## config.mk

```make
export PLATFORM = sky130hd
export DESIGN_NAME = presence_window_vote_filter
export DESIGN_NICKNAME = d
export VERILOG_FILES = /design/src/sv/pwvf_pkg.sv /design/src/sv/presence_window_vote_filter.sv /design/src/sv/pwvf_vad_cell.sv /design/src/sv/pwvf_zone.sv
export SDC_FILE = /design/constraint.sdc
export NUM_CORES = 1
export LEC_CHECK = 0
export ABC_AREA = 0
export BUFFER_PORTS_ARGS = -buffer_cell sky130_fd_sc_hd__buf_2
export CORE_MARGIN = 1.5
export CORE_UTILIZATION = 55
export CTS_BUF_LIST = sky130_fd_sc_hd__clkbuf_2 sky130_fd_sc_hd__clkbuf_4 sky130_fd_sc_hd__clkbuf_8
export DETAILED_ROUTE_END_ITERATION = 6
export PLACE_DENSITY = 0.73
export SLEW_MARGIN = 15
export SYNTH_ARGS = -nofsm -noshare
export SYNTH_HDL_FRONTEND = slang
export SYNTH_SLANG_ARGS = --single-unit
```

## constraint.sdc

```tcl
create_clock -name clk -period 7.48 [get_ports clk]
set_input_delay 0 -clock clk [delete_from_list [all_inputs] [get_ports clk]]
set_output_delay 0 -clock clk [all_outputs]
set_load 0.01 [all_outputs]
```

## src/sv/pwvf_pkg.sv

```systemverilog
// Shared types, constants and register map of the presence window vote filter.
package pwvf_pkg;

  localparam int RANGE_W = 16;
  localparam int PROB_W  = 11;
  localparam int RATIO_W = 9;
  localparam int ADDR_W  = 5;
  localparam int DATA_W  = 32;
  localparam int PROD_W  = 16;

  localparam int NEAR_ENTER_LEN_DEF = 16;
  localparam int NEAR_LEAVE_LEN_DEF = 32;
  localparam int MID_ENTER_LEN_DEF  = 16;
  localparam int MID_LEAVE_LEN_DEF  = 32;
  localparam int VAD_ENTER_LEN_DEF  = 8;
  localparam int VAD_LEAVE_LEN_DEF  = 16;

  localparam logic [RANGE_W-1:0] NEAR_LIMIT_MM = 16'd1200;
  localparam logic [RANGE_W-1:0] MID_LIMIT_MM  = 16'd5000;

  localparam logic [RATIO_W-1:0] RATIO_RST     = 9'd128;
  localparam logic [PROB_W-1:0]  VAD_THR_RST   = 11'd512;

  typedef enum logic [2:0] {
    REG_NEAR_ENTER = 3'd0,
    REG_NEAR_LEAVE = 3'd1,
    REG_MID_ENTER  = 3'd2,
    REG_MID_LEAVE  = 3'd3,
    REG_VAD_THR    = 3'd4,
    REG_VAD_EN     = 3'd5
  } cfg_reg_t;

  typedef enum logic [1:0] {
    VOTE_UNDECIDED = 2'd0,
    VOTE_YES       = 2'd1,
    VOTE_NO        = 2'd2
  } vote_t;

  typedef enum logic {
    ST_IDLE = 1'b0,
    ST_EVAL = 1'b1
  } st_t;

  typedef struct packed {
    logic push;
    logic hit;
  } zone_ctl_t;

endpackage

```

## src/sv/presence_window_vote_filter.sv

```systemverilog
// Top level of the presence window vote filter: config port, control, vote and result register.
//
// Range transactions update the frame's near and mid hit flags. At acceptance, a frame-end
// transaction is pushed into the zone hit lines and, with the vote enabled and a sample
// present, into the probability cell chain; in the following evaluation cycle the running
// window counts are judged against the Q8 ratios, the probability vote is taken across the
// cell comparators and the result is loaded into the output register. The evaluation cycle
// repeats while an earlier result is still waiting at the output, and no transaction is
// taken during evaluation; in idle, range transactions are taken while a result waits.
// Histories need no clearing pass after reset.
module presence_window_vote_filter
  import pwvf_pkg::*;
#(
  parameter int NEAR_ENTER_LEN = NEAR_ENTER_LEN_DEF,
  parameter int NEAR_LEAVE_LEN = NEAR_LEAVE_LEN_DEF,
  parameter int MID_ENTER_LEN  = MID_ENTER_LEN_DEF,
  parameter int MID_LEAVE_LEN  = MID_LEAVE_LEN_DEF,
  parameter int VAD_ENTER_LEN  = VAD_ENTER_LEN_DEF,
  parameter int VAD_LEAVE_LEN  = VAD_LEAVE_LEN_DEF
) (
  input  logic               clk,
  input  logic               rst_n,

  input  logic               psel,
  input  logic               penable,
  input  logic               pwrite,
  input  logic [ADDR_W-1:0]  paddr,
  input  logic [DATA_W-1:0]  pwdata,
  output logic [DATA_W-1:0]  prdata,
  output logic               pready,

  input  logic               in_valid,
  output logic               in_stall,
  input  logic               in_kind,
  input  logic [RANGE_W-1:0] in_object_range_mm,
  input  logic [PROB_W-1:0]  in_vad_prob_q10,
  input  logic               in_vad_valid,

  output logic               out_valid,
  input  logic               out_stall,
  output logic               out_near_present,
  output logic               out_mid_present,
  output logic               out_trusted
);

  localparam int VAD_DEPTH = (VAD_ENTER_LEN > VAD_LEAVE_LEN) ? VAD_ENTER_LEN : VAD_LEAVE_LEN;
  localparam int VFILL_W   = $clog2(VAD_DEPTH + 1);

  logic [RATIO_W-1:0] near_enter_r, near_leave_r, mid_enter_r, mid_leave_r;
  logic [PROB_W-1:0]  vad_thr_r;
  logic               vad_en_r;
  logic               cfg_wr;
  cfg_reg_t           cfg_sel;

  st_t                state_r, state_nxt;
  logic               in_acc, frame_end, commit;
  logic               fnear_r, fmid_r;
  logic               near_r, mid_r;
  vote_t              vote_r, vote_new;
  logic [VFILL_W-1:0] vfill_r;
  logic               vad_shift;
  logic               near_j, mid_j, near_f, mid_f;
  logic               out_valid_r, out_near_r, out_mid_r, out_trusted_r;
  zone_ctl_t          near_ctl, mid_ctl;

  logic [PROB_W-1:0]  vad_tap [VAD_DEPTH];
  logic [VAD_DEPTH-1:0] vad_ge, vad_gt;

  // configuration port
  assign pready  = 1'b1;
  assign cfg_wr  = psel & penable & pwrite;
  assign cfg_sel = cfg_reg_t'(paddr[ADDR_W-1:2]);

  always_ff @(posedge clk) begin
    if (!rst_n) begin
      near_enter_r <= RATIO_RST;
      near_leave_r <= RATIO_RST;
      mid_enter_r  <= RATIO_RST;
      mid_leave_r  <= RATIO_RST;
      vad_thr_r    <= VAD_THR_RST;
      vad_en_r     <= 1'b0;
    end else if (cfg_wr) begin
      case (cfg_sel)
        REG_NEAR_ENTER: near_enter_r <= pwdata[RATIO_W-1:0];
        REG_NEAR_LEAVE: near_leave_r <= pwdata[RATIO_W-1:0];
        REG_MID_ENTER:  mid_enter_r  <= pwdata[RATIO_W-1:0];
        REG_MID_LEAVE:  mid_leave_r  <= pwdata[RATIO_W-1:0];
        REG_VAD_THR:    vad_thr_r    <= pwdata[PROB_W-1:0];
        REG_VAD_EN:     vad_en_r     <= pwdata[0];
        default: ;
      endcase
    end
  end

  always_comb begin
    case (cfg_sel)
      REG_NEAR_ENTER: prdata = DATA_W'(near_enter_r);
      REG_NEAR_LEAVE: prdata = DATA_W'(near_leave_r);
      REG_MID_ENTER:  prdata = DATA_W'(mid_enter_r);
      REG_MID_LEAVE:  prdata = DATA_W'(mid_leave_r);
      REG_VAD_THR:    prdata = DATA_W'(vad_thr_r);
      REG_VAD_EN:     prdata = DATA_W'(vad_en_r);
      default:        prdata = '0;
    endcase
  end

  // control
  assign in_acc    = in_valid & ~in_stall;
  assign frame_end = in_acc & in_kind;

  always_comb begin
    state_nxt = state_r;
    in_stall  = 1'b0;
    commit    = 1'b0;
    case (state_r)
      ST_IDLE: begin
        if (in_valid && in_kind) begin
          state_nxt = ST_EVAL;
        end
      end
      ST_EVAL: begin
        in_stall = 1'b1;
        if (!(out_valid_r && out_stall)) begin
          commit    = 1'b1;
          state_nxt = ST_IDLE;
        end
      end
      default: state_nxt = ST_IDLE;
    endcase
  end

  always_ff @(posedge clk) begin
    if (!rst_n) begin
      state_r <= ST_IDLE;
    end else begin
      state_r <= state_nxt;
    end
  end

  // frame hit flags
  always_ff @(posedge clk) begin
    if (!rst_n) begin
      fnear_r <= 1'b0;
      fmid_r  <= 1'b0;
    end else if (frame_end) begin
      fnear_r <= 1'b0;
      fmid_r  <= 1'b0;
    end else if (in_acc) begin
      if (in_object_range_mm < NEAR_LIMIT_MM) begin
        fnear_r <= 1'b1;
      end else if (in_object_range_mm < MID_LIMIT_MM) begin
        fmid_r <= 1'b1;
      end
    end
  end

  // zone history lines
  assign near_ctl = '{push: frame_end, hit: fnear_r};
  assign mid_ctl  = '{push: frame_end, hit: fmid_r};

  pwvf_zone #(
    .ENTER_LEN (NEAR_ENTER_LEN),
    .LEAVE_LEN (NEAR_LEAVE_LEN)
  ) u_near (
    .clk         (clk),
    .rst_n       (rst_n),
    .ctl         (near_ctl),
    .hit_ratio   (near_enter_r),
    .miss_ratio  (near_leave_r),
    .cur_st      (near_r),
    .judged_st   (near_j)
  );

  pwvf_zone #(
    .ENTER_LEN (MID_ENTER_LEN),
    .LEAVE_LEN (MID_LEAVE_LEN)
  ) u_mid (
    .clk         (clk),
    .rst_n       (rst_n),
    .ctl         (mid_ctl),
    .hit_ratio   (mid_enter_r),
    .miss_ratio  (mid_leave_r),
    .cur_st      (mid_r),
    .judged_st   (mid_j)
  );

  // probability cell chain, newest sample in cell 0
  assign vad_shift = frame_end & vad_en_r & in_vad_valid;

  for (genvar k = 0; k < VAD_DEPTH; k++) begin : g_vad
    logic [PROB_W-1:0] d_in;
    if (k == 0) begin : g_head
      assign d_in = in_vad_prob_q10;
    end else begin : g_link
      assign d_in = vad_tap[k-1];
    end
    pwvf_vad_cell u_cell (
      .clk   (clk),
      .shift (vad_shift),
      .d_in  (d_in),
      .thr   (vad_thr_r),
      .q     (vad_tap[k]),
      .ge    (vad_ge[k]),
      .gt    (vad_gt[k])
    );
  end

  always_ff @(posedge clk) begin
    if (!rst_n) begin
      vfill_r <= '0;
    end else if (vad_shift && (vfill_r < VFILL_W'(VAD_DEPTH))) begin
      vfill_r <= vfill_r + VFILL_W'(1);
    end
  end

  // activity vote
  always_comb begin
    vote_new = vote_r;
    case (vote_r)
      VOTE_YES: begin
        if ((vfill_r >= VFILL_W'(VAD_LEAVE_LEN)) && !(|vad_gt[VAD_LEAVE_LEN-1:0])) begin
          vote_new = VOTE_NO;
        end
      end
      default: begin
        if (vfill_r >= VFILL_W'(VAD_ENTER_LEN)) begin
          vote_new = (&vad_ge[VAD_ENTER_LEN-1:0]) ? VOTE_YES : VOTE_NO;
        end
      end
    endcase
    if (!vad_en_r) begin
      vote_new = vote_r;
    end
  end

  always_comb begin
    near_f = near_j;
    mid_f  = mid_j;
    if (vad_en_r) begin
      if (near_j || mid_j) begin
        if (vote_new == VOTE_NO) begin
          near_f = 1'b0;
          mid_f  = 1'b0;
        end
      end else if (vote_new == VOTE_YES) begin
        mid_f = 1'b1;
      end
    end
  end

  always_ff @(posedge clk) begin
    if (!rst_n) begin
      near_r <= 1'b0;
      mid_r  <= 1'b0;
      vote_r <= VOTE_UNDECIDED;
    end else if (commit) begin
      near_r <= near_f;
      mid_r  <= mid_f;
      vote_r <= vote_new;
    end
  end

  // result register
  always_ff @(posedge clk) begin
    if (!rst_n) begin
      out_valid_r <= 1'b0;
    end else if (commit) begin
      out_valid_r <= 1'b1;
    end else if (!out_stall) begin
      out_valid_r <= 1'b0;
    end
  end

  always_ff @(posedge clk) begin
    if (commit) begin
      out_near_r    <= near_f;
      out_mid_r     <= mid_f;
      out_trusted_r <= (vote_new != VOTE_UNDECIDED);
    end
  end

  assign out_valid        = out_valid_r;
  assign out_near_present = out_near_r;
  assign out_mid_present  = out_mid_r;
  assign out_trusted      = out_trusted_r;

  a_frame_end_eval: assert property (@(posedge clk) disable iff (!rst_n)
    frame_end |=> (state_r == ST_EVAL))
    else $error("frame end not followed by evaluation");

  a_result_from_eval: assert property (@(posedge clk) disable iff (!rst_n)
    $rose(out_valid_r) |-> $past(state_r == ST_EVAL))
    else $error("result appeared without evaluation");

  a_vote_frozen: assert property (@(posedge clk) disable iff (!rst_n)
    !vad_en_r |=> (vote_r == $past(vote_r)))
    else $error("vote changed while disabled");

  a_vote_sticky: assert property (@(posedge clk) disable iff (!rst_n)
    (vote_r != VOTE_UNDECIDED) |=> (vote_r != VOTE_UNDECIDED))
    else $error("vote returned to undecided");

  a_no_overwrite: assert property (@(posedge clk) disable iff (!rst_n)
    (out_valid_r && out_stall) |-> !commit)
    else $error("pending result overwritten");

endmodule

```

## src/sv/pwvf_vad_cell.sv

```systemverilog
// One probability history cell: holds a sample, shifts it on, compares it to the threshold.
module pwvf_vad_cell
  import pwvf_pkg::*;
(
  input  logic              clk,
  input  logic              shift,
  input  logic [PROB_W-1:0] d_in,
  input  logic [PROB_W-1:0] thr,
  output logic [PROB_W-1:0] q,
  output logic              ge,
  output logic              gt
);

  logic [PROB_W-1:0] sample_r;

  always_ff @(posedge clk) begin
    if (shift) begin
      sample_r <= d_in;
    end
  end

  assign q  = sample_r;
  assign ge = (sample_r >= thr);
  assign gt = (sample_r > thr);

endmodule

```

## src/sv/pwvf_zone.sv

```systemverilog
// Zone hit history line with running window counts and the hysteresis judge.
module pwvf_zone
  import pwvf_pkg::*;
#(
  parameter int ENTER_LEN = NEAR_ENTER_LEN_DEF,
  parameter int LEAVE_LEN = NEAR_LEAVE_LEN_DEF
) (
  input  logic               clk,
  input  logic               rst_n,
  input  zone_ctl_t          ctl,
  input  logic [RATIO_W-1:0] hit_ratio,
  input  logic [RATIO_W-1:0] miss_ratio,
  input  logic               cur_st,
  output logic               judged_st
);

  localparam int DEPTH  = (ENTER_LEN > LEAVE_LEN) ? ENTER_LEN : LEAVE_LEN;
  localparam int FILL_W = $clog2(DEPTH + 1);
  localparam int CE_W   = $clog2(ENTER_LEN + 1);
  localparam int CL_W   = $clog2(LEAVE_LEN + 1);

  logic [DEPTH-1:0]  hist_r, hist_nxt;
  logic [FILL_W-1:0] fill_r, fill_nxt;
  logic [CE_W-1:0]   cnt_e_r, cnt_e_nxt;
  logic [CL_W-1:0]   cnt_l_r, cnt_l_nxt;
  logic              drop_e, drop_l;
  logic              full_e, full_l;
  logic [CL_W-1:0]   misses;
  logic [PROD_W-1:0] enter_lhs, enter_rhs, leave_lhs, leave_rhs;

  // newest entry at index 0
  assign hist_nxt[0] = ctl.hit;
  for (genvar k = 1; k < DEPTH; k++) begin : g_tap
    assign hist_nxt[k] = hist_r[k-1];
  end

  always_ff @(posedge clk) begin
    if (ctl.push) begin
      hist_r <= hist_nxt;
    end
  end

  assign full_e = (fill_r >= FILL_W'(ENTER_LEN));
  assign full_l = (fill_r >= FILL_W'(LEAVE_LEN));
  assign drop_e = full_e & hist_r[ENTER_LEN-1];
  assign drop_l = full_l & hist_r[LEAVE_LEN-1];

  always_comb begin
    fill_nxt  = fill_r;
    cnt_e_nxt = cnt_e_r;
    cnt_l_nxt = cnt_l_r;
    if (ctl.push) begin
      if (fill_r < FILL_W'(DEPTH)) begin
        fill_nxt = fill_r + FILL_W'(1);
      end
      cnt_e_nxt = cnt_e_r + CE_W'(ctl.hit) - CE_W'(drop_e);
      cnt_l_nxt = cnt_l_r + CL_W'(ctl.hit) - CL_W'(drop_l);
    end
  end

  always_ff @(posedge clk) begin
    if (!rst_n) begin
      fill_r  <= '0;
      cnt_e_r <= '0;
      cnt_l_r <= '0;
    end else begin
      fill_r  <= fill_nxt;
      cnt_e_r <= cnt_e_nxt;
      cnt_l_r <= cnt_l_nxt;
    end
  end

  assign misses    = CL_W'(LEAVE_LEN) - cnt_l_r;
  assign enter_lhs = PROD_W'({cnt_e_r, 8'h00});
  assign leave_lhs = PROD_W'({misses, 8'h00});
  assign enter_rhs = PROD_W'(hit_ratio) * PROD_W'(ENTER_LEN);
  assign leave_rhs = PROD_W'(miss_ratio) * PROD_W'(LEAVE_LEN);

  always_comb begin
    if (cur_st) begin
      judged_st = !(full_l && (leave_lhs > leave_rhs));
    end else begin
      judged_st = full_e && (enter_lhs > enter_rhs);
    end
  end

endmodule

```

== Word-level counts from Yosys, hierarchy flattened ==
Cells that the tools add are included.
W data, S select, Z words.
Storage, ports and cells
  output and inout port bits: 38
  input port bits: 73
  word-level logic and storage cells: 166
  register bits after elaboration: 338
Operators by class
  muxes and demuxes: 23
  add/subtract/negate cells: 13
  reduce and logical (&&, ||, !) cells: 27
  equality and inequality tests: 9
  bitwise logic cells: 14
  order comparisons: 39
Operators with widths (count)
  $gt A11 B11 Y1: 16
  $ge A11 B11 Y1: 8
  $pmux W11 S6: 1
  $gt A14 B14 Y1: 2
  $gt A13 B13 Y1: 2
  $reduce_and A2 Y1: 9
  $lt A16 B11 Y1 const B: 1
  $lt A16 B13 Y1 const B: 1
  $mux W1: 16
  $reduce_or A16 Y1: 1
  $add A6 B1 Y6: 2
  $add A6 B1 Y6 const B: 2
  $ge A6 B5 Y1 const B: 2
  $ge A6 B6 Y1 const B: 2
  $lt A6 B6 Y1 const B: 2
  $sub A6 B1 Y6: 2
  $sub A6 B6 Y6 const A: 2
  $add A5 B1 Y5: 2
  $and A1 B1 Y1: 10
  $mux W2: 5
  $sub A5 B1 Y5: 2
  $logic_and A1 B1 Y1: 8
  $reduce_and A8 Y1: 1
  $eq A3 B2 Y1 const B: 2
  17 further kinds: 24

== Depth between registers and ports, before layout ==
  depth in word-level cells: 11
  gate-level depth with buffers: 14
  depth with buffers taken out: 14

== Cells and area by module ==
From an unflattened synthesis, not the netlist that was laid out.
Unflattened totals
  cell total of the unflattened synthesis: 1584
  area total of the unflattened synthesis: 18471.5 µm²
By module, submodules not included
  pwvf_vad_cell: times used 16, area an instance 645.6 µm², cells each 51, sequential area each 330.3 µm²
  presence_window_vote_filter: times used 1, area an instance 3215.6 µm², cells each 348, sequential area each 1311.3 µm²
  pwvf_zone (u_near): times used 1, area an instance 2463.6 µm², cells each 210, sequential area each 1301.2 µm²
  pwvf_zone (u_mid): times used 1, area an instance 2462.4 µm², cells each 210, sequential area each 1301.2 µm²

== Worst setup path after synthesis ==
No wires, ideal clock.
  path kind: register to register
  start: register state_r
  end: register vfill_r[3]
  cell stages (with the launch flop): 9
  path slack: 1.571 ns
  period minus slack after synthesis: 5.909 ns
  path buffers: 0
  arrival time: 5.781 ns
  library setup time: 0.128 ns
  data required time: 7.352 ns
  cell sequence: dfxtp_1 nor2b_1 nand2_1 inv_1 and3_1 nor2b_1 nand4_1 xor2_1 nor2_1
Between the ends
  longest elaborated chain between the ends: 7
Ends and longest elaborated chain
  start: declaration: RTL line presence_window_vote_filter.sv:55  | st_t state_r, state_nxt;
  start signal: assignment: RTL line presence_window_vote_filter.sv:136  | state_r <= state_nxt;
  $mux W1: RTL line presence_window_vote_filter.sv:115  | case (state_r)
  $not A1 Y1: RTL line presence_window_vote_filter.sv:108  | assign in_acc = in_valid & ~in_stall;
  $and A1 B1 Y1: RTL line presence_window_vote_filter.sv:108
  $and A1 B1 Y1: RTL line presence_window_vote_filter.sv:109  | assign frame_end = in_acc & in_kind;
  $and A1 B1 Y1 (2 in a row): RTL line presence_window_vote_filter.sv:188  | assign vad_shift = frame_end & vad_en_r & in_vad_valid;
  net g_vad[0].u_cell.shift: RTL line pwvf_vad_cell.sv:6  | input logic shift,
  $logic_and A1 B1 Y1: RTL line presence_window_vote_filter.sv:211  | end else if (vad_shift && (vfill_r < VFILL_W'(VAD_DEPTH))) begin
  end signal: assignment: RTL line presence_window_vote_filter.sv:212  | vfill_r <= vfill_r + VFILL_W'(1);
  end: declaration: RTL line presence_window_vote_filter.sv:60  | logic [VFILL_W-1:0] vfill_r;
The timed path passes the listed nets, and every way through them passes these cells.
A chain may end at the register's enable or synchronous reset.

== Worst setup path in the final report ==
  start: register vad_thr_r[5]
  end: register out_mid_r (netlist: out_mid_present), data pin
Between the ends
  longest elaborated chain between the ends: 11
  elaborated cells on any way between the ends: 39
  classes of those cells: order compare (24); eq/ne (2); mux (9); reduce/logical (4)
Ends and longest elaborated chain
  start: declaration: RTL line presence_window_vote_filter.sv:50  | logic [PROB_W-1:0] vad_thr_r;
  start signal: assignment: RTL line presence_window_vote_filter.sv:88  | REG_VAD_THR: vad_thr_r <= pwdata[PROB_W-1:0];
  $gt A11 B11 Y1: RTL line pwvf_vad_cell.sv:24  | assign gt = (sample_r > thr);
  $reduce_or A16 Y1: RTL line presence_window_vote_filter.sv:221  | if ((vfill_r >= VFILL_W'(VAD_LEAVE_LEN)) && !(|vad_gt[VAD_LEAVE_LEN-1:0])) begin
  $logic_not A1 Y1: RTL line presence_window_vote_filter.sv:221
  $logic_and A1 B1 Y1: RTL line presence_window_vote_filter.sv:221
  $mux W2: RTL line presence_window_vote_filter.sv:221
  $mux W2 (*): RTL line presence_window_vote_filter.sv:219  | case (vote_r)
  $mux W2 (*): RTL line presence_window_vote_filter.sv:231  | if (!vad_en_r) begin
  $eq A2 B1 Y1 / $eq A2 B2 Y1 (equally long branches): RTL line presence_window_vote_filter.sv:245, presence_window_vote_filter.sv:241
  $mux W1 (on tied branches): RTL line presence_window_vote_filter.sv:245, presence_window_vote_filter.sv:241
  $mux W1 (*): RTL line presence_window_vote_filter.sv:240  | if (near_j || mid_j) begin
  $mux W1 (*): RTL line presence_window_vote_filter.sv:239  | if (vad_en_r) begin
  net mid_f: RTL line presence_window_vote_filter.sv:62  | logic near_j, mid_j, near_f, mid_f;
  end signal: assignment: RTL line presence_window_vote_filter.sv:277  | out_mid_r <= mid_f;
  end: declaration: RTL line presence_window_vote_filter.sv:63  | logic out_valid_r, out_near_r, out_mid_r, out_trusted_r;
The timed path passes the listed nets; every way through them passes the cells marked *.

==> impl_results.md <==
- DRC: 0
- Critical path data arrival time: ~4.2 ns
- Leakage: 0.007374 µW
- Overall fraction of global-route tracks in use: between 20% and 30%
- Setup TNS: 0 ns
- Largest family of logic cells by synthesized area: adder cells
- Required @ worst endpoint: a little under 8 ns
- Worst vdd ir: between 0.15 and 0.2 mV
- CTS tree: built
- Top cells by area, synth: edfxtp_1 (43%), ha_1 (17%), dfxtp_1 (11%), a21oi_1 (3.3%), mux2i_1 (3.2%)
- Hold path endpoint: mid_enter_r[2]
- Die W: ~180 µm
- Post-CTS resize count: 0
- Routed length per instance: 17.20 µm
- IO Pins: 111
- Hold depth: 4
- FMAX: 0.2586 GHz
- Clock sinks: 338
- Post-synthesis sequential area ratio: 53.69%
- Seq cells post-synth: 338
- Run status: completed
- Initial drt markers: just over 600
- Clk_skew: 0.01886 ns
- Die Span Y: ~180 µm
- Hold violation count in the final report: 0
- Cell area after synthesis: 17130 µm²
- Grt ovf: 0
- Final Cell Area: approximately 19000 µm²
- Synth top cells by count: edfxtp_1 (243), ha_1 (234), nor2_1 (124), a21oi_1 (113), nand2_1 (98)
- Cell Rows: 64
- Maximum clock path buffer count: 3
- Count leader, synth: edfxtp_1
- Post-Synth Adder-Cell Area: around 18%
- Pins over their slew limit: 0
- Post-synthesis simple-gate area fraction: between 10% and 20%
- Worst-path cell chain: inv_1 > ha_1 > nand2_1 > o21ai_0 > a21oi_1 > a22oi_2 > or4_1 > or4_1 > nor3_2 > o41a_2 > nor2_1
- Die area: 32220 µm²
- Pre-Repair DR Iteration Count: 5
- Most frequent cell on the critical path: or4_1
- Worst setup EP type: flop
- Syn avg cell area: 11.85 µm²
- Clock latency on the worst-skew pair: 0.60 ns
- Core area: 30590 µm²
- Worst path max stage delay: between 0.6 and 0.7 ns
- Final #Nets: 1900
- Startpoint types: flop
- Synth warn: 0
- Multiplexer area fraction after synthesis: under 10%
- Htree depth: 2
- Vias in the first global route: 11660
- Synth unique cells: 69
- Layout cell share with drive strength beyond 1: 11.00%
- Hold wc startpoint: paddr[2]
- Final setup vio count: 0
- DP Area: 17860 µm²
- Total Routed Length: 34820 µm
- Slowest cell on the critical path: inv_1
- CP Max Fanout: 16
- R2R Path Start: vad_thr_r[5]
- I/O Buffers: 62
- Worst slew pin tran: 1.110 ns
- Via/cell ratio: 5.680
- Mapped Cells: 1446
- Largest net degree at the start of global routing: 122
- CTS clk-pin slew, worst paths: about 0.060 ns
- Hold crit path type: input port to flop
- Yosys top cell area share: 42.59%
- Crit share post-route: 51.71%
- Num CTS Buffers: 56
- Xor-xnor portion of the synthesized cell area: 1.687%
- RePlAce Congestion: 0.8748
- First-pass GRT wire length: 57280 µm
- R2R Path End: out_mid_present
- ANT cells: 0
- Kind of critical path: flop to flop
- Unrepaired setup endpoints after global routing: no
- Vias: 11497
- Max-cap viol count: 0
- Clk root buf: clkbuf_8
- Ys async rst share: 0%
- Cell Pwr Density: slightly above 200 nW/µm²
- R2R depth: 11
- Worst R2R Setup Slack: 3.61 ns
- Slew headroom: roughly a quarter
- Pre-CTS setup slack: 3.626 ns
- Top_reg_cell synth: edfxtp_1
- Initial core utilization: 56.01%
- Initial antenna violation count: 0
- P&R area growth vs syn: 13.37%
- Post-synth EDFFs: roughly 240
- Final worst slack: around 3.6 ns
- Cell taking the most area after synthesis: edfxtp_1
- Min cycle time layout: 3.868 ns
- Antenna-violating nets left: 0
- HPWL Detailed: ~24000 µm
- Synth Area in Compound Gates: 9.472%
## through the flow
stage | cells | hold slack, ns | total power, µW | utilization [%]
2_1_floorplan | 1466 | 0.09887 | 2230 | -
3_3_place_gp | 1885 | 0.1774 | 2272 | 58.37
3_5_place_dp | 1885 | 0.1787 | 2283 | 58.37
4_1_cts | 2024 | 0.03319 | 3981 | 63.50
5_1_grt | 2024 | 0.08195 | 4095 | 63.50
6_report | 2024 | 0.07973 | 3949 | 63.50
## critical path, delay by kind of cell (launching register included)
kind	cells	cell delay, ns
and+or+nand+nor	5	1.56
AOI/OAI and AO/OA	4	0.68
buffers and inverters	1	0.63
DFF	1	0.38
adders and majority gates	1	0.36
## cell usage in the layout, fill, tap and decap left out, types with 8 or more instances in the layout
master and instances:
nand3_1 24, nor2b_1 12, nand2_1 98, dlygate4sd3_1 42, a21oi_1 113, buf_4 8, nor2_1 124, nand3b_1 14
o21a_1 8, clkinv_1 12, ha_1 234, dfxtp_1 95, buf_2 62, xor2_1 10, conb_1 22, o21ai_0 47
nand4_1 39, clkbuf_8 61, a211oi_1 26, inv_1 93, clkbuf_4 15, nor3_1 20, xnor2_1 23, mux2i_1 55
edfxtp_1 243
## worst max-delay path by stage
stage	start	endpoint	slack, ns	depth (start not counted)
2_1_floorplan	state_r	vfill_r[3]	1.57	8
3_3_place_gp	vad_thr_r[6]	out_mid_present	3.70	11
3_5_place_dp	vad_thr_r[6]	out_mid_present	3.63	11
4_1_cts	vad_thr_r[6]	out_mid_present	3.61	11
5_1_grt	vad_thr_r[4]	out_mid_present	3.41	11
6_report	vad_thr_r[5]	out_mid_present	3.61	11
## state kept, by name, summed over array words and instances (netlist names), 9 cells and up
| signal | count |
|---|---|
| mid_enter_r | 9 |
| near_enter_r | 9 |
| u_mid.hist_r | 32 |
| vad_thr_r | 11 |
| near_leave_r | 9 |
| mid_leave_r | 9 |
| u_near.hist_r | 32 |
| g_vad.u_cell.q | 176 |
## power breakdown
group          switching, µW  leakage, µW  internal (µW)
sequential              17.4      0.00298           2020
combinational            127      0.00380           98.2
clock                    734     0.000595            955
total                    878      0.00737           3070
## timing repair
action / in CTS / in global routing
endpoints found under the setup margin: 0 / 0
endpoints found under the hold margin: 80 / 0
buffers inserted: 0 / 0
hold buffers: 42 / 0
## per-layer routing
layer  up-vias  track usage [%]  share of wire, %
met2       261            37.62                50
met3        70            3.910               4.5
met4         0            7.633               2.8
li1       5627                -                 -
met1      5539            27.60                43
met5         -                0                 0
## final cells by class
| type | instances | area [µm²] |
|---|---|---|
| flip-flops and latches | 338 | 9199 |
| fillers | 2361 | 11170 |
| well taps | 396 | 495.5 |
| repair buffers | 113 | 810.8 |
| inverters | 95 | 357.8 |
| clock inverters | 21 | 195.2 |
| multi-input cells | 985 | 7413 |
| clock buffers | 76 | 952.2 |
## kinds of logic (layout without fill, tap and decap cells)
| family | Yosys count | in the layout |
|---|---|---|
| AOI/OAI and AO/OA | 262 | 262 |
| xor gates and xnor gates | 33 | 33 |
| adders and majority gates | 238 | 238 |
| buffers and inverters | 143 | 305 |
| DFF | 338 | 338 |
| muxes | 58 | 58 |
| other | 2 | 22 |
| and+or+nand+nor | 372 | 372 |
Note: power is estimated with default switching activity, not from simulation.
